File: src/rtl/dual_flow_sensor_odometry_top_macros.svh
// Assertion macros shared by the odometry RTL.
`ifndef DUAL_FLOW_SENSOR_ODOMETRY_TOP_MACROS_SVH
`define DUAL_FLOW_SENSOR_ODOMETRY_TOP_MACROS_SVH
`ifndef ASSERT_OFF
`define DFSO_ASSERT(lbl, clk, rst, prop) \
   lbl: assert property (@(posedge clk) disable iff (rst) prop) else $error("dfso check failed");
`define DFSO_ASSERT_ALWAYS(lbl, clk, prop) \
   lbl: assert property (@(posedge clk) prop) else $error("dfso check failed");
`else
`define DFSO_ASSERT(lbl, clk, rst, prop)
`define DFSO_ASSERT_ALWAYS(lbl, clk, prop)
`endif
`endif

File: src/rtl/dfso_mul.sv
`default_nettype none
// Shared signed multiplier with a registered product.
module dfso_mul (
   input  wire logic               clock,
   input  wire logic               en,
   input  wire logic signed [35:0] a,
   input  wire logic signed [35:0] b,
   output logic signed [71:0]      p
);
   logic signed [71:0] p_ff;
   logic signed [71:0] p_in;

   assign p_in = en ? a * b : p_ff;

   always_ff @(posedge clock) begin
      p_ff <= p_in;
   end

   assign p = p_ff;
endmodule
`default_nettype wire

File: config.mk
export PLATFORM = sky130hd
export DESIGN_NAME = dfso_mul
export DESIGN_NICKNAME = d
export VERILOG_FILES = /design/src/rtl/dual_flow_sensor_odometry_top_macros.svh /design/src/rtl/dfso_mul.sv
export SDC_FILE = /design/constraint.sdc
export NUM_CORES = 2
export LEC_CHECK = 0
export ABC_AREA = 1
export BUFFER_PORTS_ARGS = -buffer_cell sky130_fd_sc_hd__buf_4
export CORE_UTILIZATION = 67
export CTS_CLUSTER_DIAMETER = 200
export CTS_CLUSTER_SIZE = 14
export DETAILED_ROUTE_END_ITERATION = 10
export PLACE_DENSITY = 0.85
export SLEW_MARGIN = 20
export SYNTH_ARGS = -nofsm -noshare
export SYNTH_HDL_FRONTEND = slang
export SYNTH_SLANG_ARGS = --single-unit
File: constraint.sdc
create_clock -name clock -period 12.85 [get_ports clock]
set_input_delay 0.6425 -clock clock [delete_from_list [all_inputs] [get_ports clock]]
set_output_delay 0.6425 -clock clock [all_outputs]
set_load 0.03 [all_outputs]
==> flow_summary.toml <==
[detailed_routing]
drtIter0Drc = 3544
routedWlPerCell_um = 19.51
totalWireLength_mm = 138.2
first_pass_iters = 6
route.vias.total = 38990
ant_nets = 0
drc = 0
routed_via_density = 5.506

[yosys]
ys_seq_area_share_pct = 4.278
synth_cells = 6236
ys.warnings.count = 0
ys_seq_elements = 72
yosysTopAreaCell = "fa_1"
yosysTopAreaCellShare_pct = 54.62
yosysUniqueCellTypes = 38
synth_nets = 7908
netlist_area_um2 = 50540
synth_area_per_cell_um2 = 8.104
synth.area.top_cells = "fa_1 55%, inv_1 15%, nand2_1 12%, ha_1 5.4%, edfxtp_1 4.3%"

[clock_tree]
cts-root-buf = "clkbuf_16"
cts_setup_buffers = 0
clk_path_buf_depth = 2
cts_tree = "yes"
cts.clk_slew.worst_paths_ps = 70
cts_hold_buf = 0
cts.sinks = 72
cts_buffers = 9
cts_resized = 0
htree_levels = 3

[die]
die-height_um = 276.6
std_cell_rows = 100
initial_utilization_pct = 67.77
ios = 146
die_w_um = 276.6
core-area_um2 = 74570
dieArea_um2 = 76530

[global_routing]
grt_max_degree = 73
grtUsageTotal_pct = 38.39
antenna_found_initial = 5
first_global_vias = 44250
grt_pass1_wl_mm = 227.8
grt_overflow = 0

[place]
dpl.hpwl_mm = 115.3
place.port_buffers = 145
place_congestion = 1.035
place_inst = 7065

[setup_path]
worstPathArrival_ps = 8300
timing_worst_setup_path_type = "in2reg"
crit_fanout = 31
critPathCaptureType = "flip-flop"
cp.required_ps = 12960
start_kind = "input port"

[timing]
fmax_mhz = 122.1
fin_crit_ps = 8189
hold_viol_final = 0
tightest_slew_ps = 989.8
finalMaxSlewViolations = 0
slew-limit-headroom_pct = 34.01
setup_tns_ps = 0
rsz0062_at_grt = "no"
setup_viol = 0
finalCritPeriodShare_pct = 63.73

[layout]
layoutNonFillerInstCount = 7081
largest_reg_flops = 72
synthToLayoutAreaGrowth_pct = 3.058
antenna_cells = 0
nets = 7779
drive_above_1_share_pct = 3.927

[job]
drv_cap = 0

[worst_hold_path]
min_path_type = "in2reg"

[run_status]
status = "finished clean"
per-stage QoR:
stage | cell area (um^2) | util [%] | setup slack (ps) | hold slack, ps
detailed placement | 51780 | 69.43 | 4308 | 1091
floorplan | 50540 | - | 5078 | 755.0
finish | 52080 | 69.84 | 4661 | 798.9
global route | 52080 | 69.84 | 4293 | 833.4
global placement | 51780 | 69.43 | 4362 | 1090
CTS | 52080 | 69.84 | 4633 | 782.8
worst paths after layout:
check             from         endpoint  cells after the start
hold / removal    b[1]   p[1]$_DFFE_PP_                      4
setup / recovery  b[1]  p[48]$_DFFE_PP_                     26
area by class of cell:
class	instances	area, um^2
multi-input cells	3816	39570
fillers	5757	22490
inverters	2061	7736
flip-flops and latches	72	2162
well taps	969	1212
repair buffers	147	1104
clock buffers	9	225.2
clock inverters	7	78.83
synthesized netlist by cell type:
cell	n
xor2_1	40
o21bai_1	18
a21o_1	3
nand2b_2	1
o21ai_1	7
o21a_1	4
nand4_1	14
nor4_2	1
a21oi_2	4
fa_1	1379
a21boi_0	1
inv_2	8
nor2_2	20
nand2_2	19
clkbuf_1	286
nand3b_1	3
buf_1	1
nand3_2	3
nor3_2	4
nor2_1	187
clkinv_1	2
edfxtp_1	72
or2_0	1
nor2_4	1
o21ai_2	2
o21ai_0	37
or2_2	11
o21ai_4	1
a21oi_1	85
nand3_1	74
nand2_1	1657
inv_1	2051
nor4_1	3
xnor2_1	7
and2_1	1
and3_1	1
nor3_1	8
ha_1	219
routing by layer:
layer  GRT usage, %  routed length [um]
met1          45.41               47190
met2          67.44               70040
met3          6.066               11880
met4          20.81                9010
met5              0                  56
cells by family (layout without fill, tap and decap cells):
group                      count (synthesis)  count (layout)  share of synthesized area [%]
buffers and inverters                   2348            2224                          17.44
adders and majority gates               1598            1598                          60.05
and+or+nand+nor                         2009            2009                          15.62
AOI/OAI and AO/OA                        162             162                          1.800
xor gates and xnor gates                  47              47                         0.8145
DFF                                       72              72                          4.278
cell usage in the layout, fill, tap and decap left out, types with 2 or more instances in the layout:
cell	Yosys	routed
inv_1	2051	2050
nand2_1	1657	1657
fa_1	1379	1378
ha_1	219	219
nor2_1	187	187
buf_4	0	147
a21oi_1	85	85
nand3_1	74	74
edfxtp_1	72	72
xor2_1	40	40
o21ai_0	37	37
nor2_2	20	20
nand2_2	19	19
o21bai_1	18	18
nand4_1	14	14
or2_2	11	11
inv_2	8	9
clkbuf_16	0	9
nor3_1	8	8
o21ai_1	7	7
xnor2_1	7	7
a21oi_2	4	4
nor3_2	4	4
o21a_1	4	4
a21o_1	3	3
nor4_1	3	3
nand3_2	3	3
nand3b_1	3	3
clkinv_1	2	2
o21ai_2	2	2
clkinvlp_4	0	2
worst max-delay path, cell delays in order:
cell and delay, ps:
buf_4 130, buf_4 350, nand2_1 90, inv_1 120
fa_1 550, fa_1 670, fa_1 870, inv_1 260
fa_1 540, inv_1 50, fa_1 470, fa_1 500
fa_1 490, inv_1 50, fa_1 470, inv_1 40
ha_1 430, nand2_1 180, nor2_1 130, inv_1 80
nor2_1 140, inv_1 70, nor2_2 210, nand3_1 100
nand3_1 220, xor2_1 380
Power is left out: the tool's default activity adds up to more than one toggle a clock period on the data nets, which glitch-free logic cannot reach.
