[src/rtl/dual_flow_sensor_odometry_top_macros.svh]
// Assertion macros shared by the odometry RTL.
`ifndef DUAL_FLOW_SENSOR_ODOMETRY_TOP_MACROS_SVH
`define DUAL_FLOW_SENSOR_ODOMETRY_TOP_MACROS_SVH
`ifndef ASSERT_OFF
`define DFSO_ASSERT(lbl, clk, rst, prop) \
   lbl: assert property (@(posedge clk) disable iff (rst) prop) else $error("dfso check failed");
`define DFSO_ASSERT_ALWAYS(lbl, clk, prop) \
   lbl: assert property (@(posedge clk) prop) else $error("dfso check failed");
`else
`define DFSO_ASSERT(lbl, clk, rst, prop)
`define DFSO_ASSERT_ALWAYS(lbl, clk, prop)
`endif
`endif

[src/rtl/dfso_pkg.sv]
`default_nettype none
package dfso_pkg;
   localparam logic [23:0] MPC_RESET = 24'd16777;
   localparam logic [23:0] IB_RESET  = 24'd284939;
   localparam logic [23:0] FO_RESET  = 24'd4719;

   localparam logic signed [33:0] HALF_PI_Q30 = 34'sd1686629713;
   localparam logic [30:0] GAIN_Q30 = 31'd652032874;
   localparam logic [19:0] TWO_PI_Q16 = 20'd411775;
   localparam logic signed [20:0] PI_Q16 = 21'sd205887;
   // Reciprocal of two pi in Q16, scaled by 2^42 and rounded down.
   localparam logic [23:0] RECIP_Q42 = 24'd10680703;

   typedef enum logic [1:0] {
      CSR_MPC = 2'd0,
      CSR_IB  = 2'd1,
      CSR_FO  = 2'd2,
      CSR_NONE = 2'd3
   } csr_idx_type;

   typedef enum logic [3:0] {
      OP_RDX, OP_RDY, OP_LDX, OP_LDY, OP_DTH, OP_FHI, OP_FLO, OP_QE, OP_QD, OP_GX, OP_GY
   } op_type;

   typedef enum logic [2:0] {
      S_IDLE, S_MUL, S_CAP, S_ROT, S_WAIT, S_ACC
   } state_type;

   typedef struct packed {
      logic busy;
      logic done;
   } unit_stat_type;

   function automatic logic [30:0] atan_q30(input logic [4:0] i);
      logic [30:0] v;
      case (i)
         5'd0:  v = 31'd843314857;
         5'd1:  v = 31'd497837829;
         5'd2:  v = 31'd263043836;
         5'd3:  v = 31'd133525158;
         5'd4:  v = 31'd67021686;
         5'd5:  v = 31'd33543515;
         5'd6:  v = 31'd16775850;
         5'd7:  v = 31'd8388437;
         5'd8:  v = 31'd4194282;
         5'd9:  v = 31'd2097149;
         5'd10: v = 31'd1048575;
         5'd11: v = 31'd524287;
         5'd12: v = 31'd262143;
         5'd13: v = 31'd131071;
         5'd14: v = 31'd65535;
         5'd15: v = 31'd32767;
         5'd16: v = 31'd16383;
         5'd17: v = 31'd8191;
         5'd18: v = 31'd4095;
         5'd19: v = 31'd2047;
         5'd20: v = 31'd1023;
         5'd21: v = 31'd511;
         5'd22: v = 31'd255;
         5'd23: v = 31'd127;
         5'd24: v = 31'd63;
         5'd25: v = 31'd31;
         5'd26: v = 31'd15;
         5'd27: v = 31'd8;
         5'd28: v = 31'd4;
         5'd29: v = 31'd2;
         5'd30: v = 31'd1;
         default: v = 31'd0;
      endcase
      return v;
   endfunction

   // Clamp to the signed 32-bit range.
   function automatic logic signed [31:0] sat32(input logic signed [51:0] v);
      logic signed [31:0] r;
      if (v > 52'sd2147483647) begin
         r = 32'sh7fffffff;
      end else if (v < -52'sd2147483648) begin
         r = 32'sh80000000;
      end else begin
         r = v[31:0];
      end
      return r;
   endfunction
endpackage
`default_nettype wire

[src/rtl/dfso_wrap.sv]
`default_nettype none
// Heading reduction into (-pi, pi]. The turn count is estimated on the shared
// multiplier from the upper magnitude bits times a reciprocal; the estimate is at
// most one turn short, so a single compare and subtract finishes the remainder.
module dfso_wrap (
   input  wire logic signed [42:0] sum,
   input  wire logic [20:0]        qd_lo,
   output logic [23:0]             mag_hi,
   output logic signed [18:0]      heading
);
   logic [39:0] mag;
   logic [20:0] r0, r1;
   logic signed [20:0] rem, fin, wr;

   always_comb begin
      mag = sum[42] ? 40'(-sum) : 40'(sum);
      r0  = mag[20:0] - qd_lo;
      r1  = (r0 >= 21'(dfso_pkg::TWO_PI_Q16)) ? r0 - 21'(dfso_pkg::TWO_PI_Q16) : r0;
      rem = signed'(r1);
      fin = (sum[42] && rem != 0) ? signed'({1'b0, dfso_pkg::TWO_PI_Q16}) - rem : rem;
      wr  = (fin > dfso_pkg::PI_Q16) ? fin - signed'({1'b0, dfso_pkg::TWO_PI_Q16}) : fin;
   end

   assign mag_hi  = mag[39:16];
   assign heading = wr[18:0];
endmodule
`default_nettype wire

[config.mk]
export PLATFORM = sky130hd
export DESIGN_NAME = dfso_wrap
export DESIGN_NICKNAME = d
export VERILOG_FILES = /design/src/rtl/dual_flow_sensor_odometry_top_macros.svh /design/src/rtl/dfso_pkg.sv /design/src/rtl/dfso_wrap.sv
export SDC_FILE = /design/constraint.sdc
export NUM_CORES = 1
export LEC_CHECK = 0
export BUFFER_PORTS_ARGS = -buffer_cell sky130_fd_sc_hd__buf_4
export CAP_MARGIN = 20
export CORE_UTILIZATION = 50
export DETAILED_ROUTE_END_ITERATION = 6
export PLACE_DENSITY = 0.75
export SLEW_MARGIN = 30
export SYNTH_ARGS = -nofsm -noshare
export SYNTH_HDL_FRONTEND = slang
export SYNTH_SLANG_ARGS = --single-unit
[constraint.sdc]
create_clock -name vclk -period 11.6
set_input_delay 1.16 -clock vclk [all_inputs]
set_output_delay 1.16 -clock vclk [all_outputs]
set_load 0.02 [all_outputs]
==> impl_results.md <==
- Worst slew margin: 41.6%
- Dpl cells: 908
- Die height: 99.6 um
- Grt peak-use layer: met2
- Hold-fix buffers, CTS: 0
- Setup bufs post-CTS: 0
- Syn nets: 796
- Critical Path Source Type: primary input
- PostCTS Resize Cnt: 0
- Vias in the first global route: approximately 5,000
- GRT overflow: 0
- Switch Pwr: 756 uW
- GR Util met3: 0.703%
- Worst EP required: 10,440 ps
- Final TNS setup: 0 ps
- Sequential cell count: 0
- Fmax: approximately 96 MHz
- Area added between synthesis and finish: 16.8%
- Max Transition Viols Final: 0
- Final Worst Setup Slack: ~1100 ps
- Clock Buffer Count: 0
- Endpoints failing hold: 0
- Status: complete, no violations
- Switching part of the total: 59.9%
- Number of DRC markers in iteration 0: 295
- Crit end category: output pin
- Internal power component: 507 uW
- Most frequent cells in the layout: 107 x buf_4, 78 x xnor2_1, 73 x nand2_1, 53 x nor2_1, 40 x o21ai_0
- Pwr Total: 1.26 mW
- Critical Path Slowest Stage Cell: nor2_1
- Initial antenna violation count: 0
- Hold Worst Slack: 2610 ps
- Syn Inst Count: just over 700
- Total Routing Usage GR: 26.8%
- YS warnings: 0
- Pre-antenna DRT Iters: 5
- Grt met2 use: 50.1%
- Endpoints failing setup: 0
- Clk pwr share: 0%
- Max-cap violations: 0
- Final Core Density: 60.2%
- Worst-Margin Slew: 862 ps
- I/O pins: 107
- Crit path DAT: 9310 ps
- WL/cell: 15.0 um
- Die ar.: 0.00992 mm2
- Global-route wire length before repair: 22.8 mm
- LEAKAGE: 2.16 nW
- Crit-path max cell delay: 760 ps
- Post-Place Worst Slack: 1180 ps
- Power per Cell Area: around 230 mW/mm2
- Period utilization: 90.2%
- Register area: 0 um2
- Syn Area/Cell: roughly 6.7 um2
- Hpwl dp: 11.4 mm
- Chip width: between 90 and 100 um
- Residual DRC: 0
- Via density: a little over 6
- Sequential power share: 0%
- Commonest non-fill, non-tap cell in the layout: buf_4
- Fill cell count: 863
- CP dominant cell by count: xnor2_1
- Core box area: 0.00924 mm2
- Post-synth cell types: 88
- Placed Area: ~0.0056 mm2
- Max IR drop VDD: 0.186 mV
- Antenna cells: 0
- Antenna Nets Post-Route: 0
- Unrepaired setup endpoints after global routing: false
- Max Fanout on Critical Path: 16
- Min cycle time layout: 10,470 ps
- Nets: 871
- Row count: 35
- Starting density of the core: 51.5%
- Share of cells above drive strength 1: 18.1%
- Critical path class: primary input to output pin
- Gp weighted congestion: 0.966
- Hold crit path type: primary input to output pin
- Comb pwr share: 100.0%
- Final cell count without fillers: 908
- Largest net degree at the start of global routing: 61
- Final wirelength: 13.6 mm
- Sequential cell area fraction in the yosys report: 0%
- I/O Buffers: 105
- Total vias in the final route: 5,489
- Grt met1 use: 34.1%
- Final Instance Area: around 0.0056 mm2
- Post-Syn Area: 0.00476 mm2
cells in the mapped netlist, types with 12 or more instances:
cell type | count | area share [%]
inv_1 | 36 | 2.8
nand2b_1 | 14 | 1.8
xnor2_1 | 78 | 14
xor2_1 | 25 | 4.6
nor3_1 | 23 | 2.4
nand3_1 | 27 | 2.8
clkbuf_1 | 16 | 1.3
o211ai_1 | 15 | 2.4
nand2_1 | 73 | 5.8
a21oi_1 | 37 | 3.9
buf_2 | 13 | 1.4
o31ai_1 | 14 | 2.2
nor4_1 | 12 | 1.6
nor2_1 | 53 | 4.2
ha_1 | 25 | 6.6
o21ai_0 | 40 | 4.2
kinds of logic (layout without fill, tap and decap cells):
kind of cell / Yosys count / in the layout / share of synthesized area (%)
AO/OA/AOI/OAI: 214 / 214 / 33.2
XOR/XNOR: 107 / 107 / 20.5
adder cells (fa/ha/maj): 26 / 26 / 6.99
buffers and inverters: 70 / 143 / 6.33
multiplexers: 11 / 11 / 2.50
AND/OR/NAND/NOR: 278 / 278 / 30.4
final cells by class:
cell class,count,area [um2],area share [%]
multi-input cells,636,4460,80.2
repair buffers,107,803,14.4
well taps,129,161,2.90
inverters,36,135,2.43
worst paths after layout:
path                start    endpoint  slack (ps)  cells after the start
setup / recovery   sum[4]  heading[5]        1130                     30
hold / removal    sum[39]  mag_hi[23]        2610                      3
worst max-delay path: cells and delay by family:
family | cells | cell delay, ps
AOI/OAI and AO/OA | 10 | 2970
xor gates and xnor gates | 4 | 890
adders and majority gates | 2 | 680
buffers and inverters | 4 | 520
and+or+nand+nor | 10 | 3070
power groups by stage:
| stage | clock network [mW] | logic (mW) | registers, mW |
|---|---|---|---|
| 6_report | 0 | 1.26 | 0 |
| 5_1_grt | 0 | 1.38 | 0 |
| 4_1_cts | 0 | 1.26 | 0 |
| 3_5_place_dp | 0 | 1.26 | 0 |
| 3_3_place_gp | 0 | 1.23 | 0 |
| 2_1_floorplan | 0 | 0.920 | 0 |
routing by layer:
layer / routed length [um] / share of wire [%] / up-vias
li1: - / - / 2775
met1: 6050 / 45 / 2508
met2: 6700 / 49 / 180
met3: 549 / 4.0 / 26
met4: 284 / 2.1 / 0
met5: 0 / 0 / -
No activity file was read; power rests on OpenSTA's default activity.
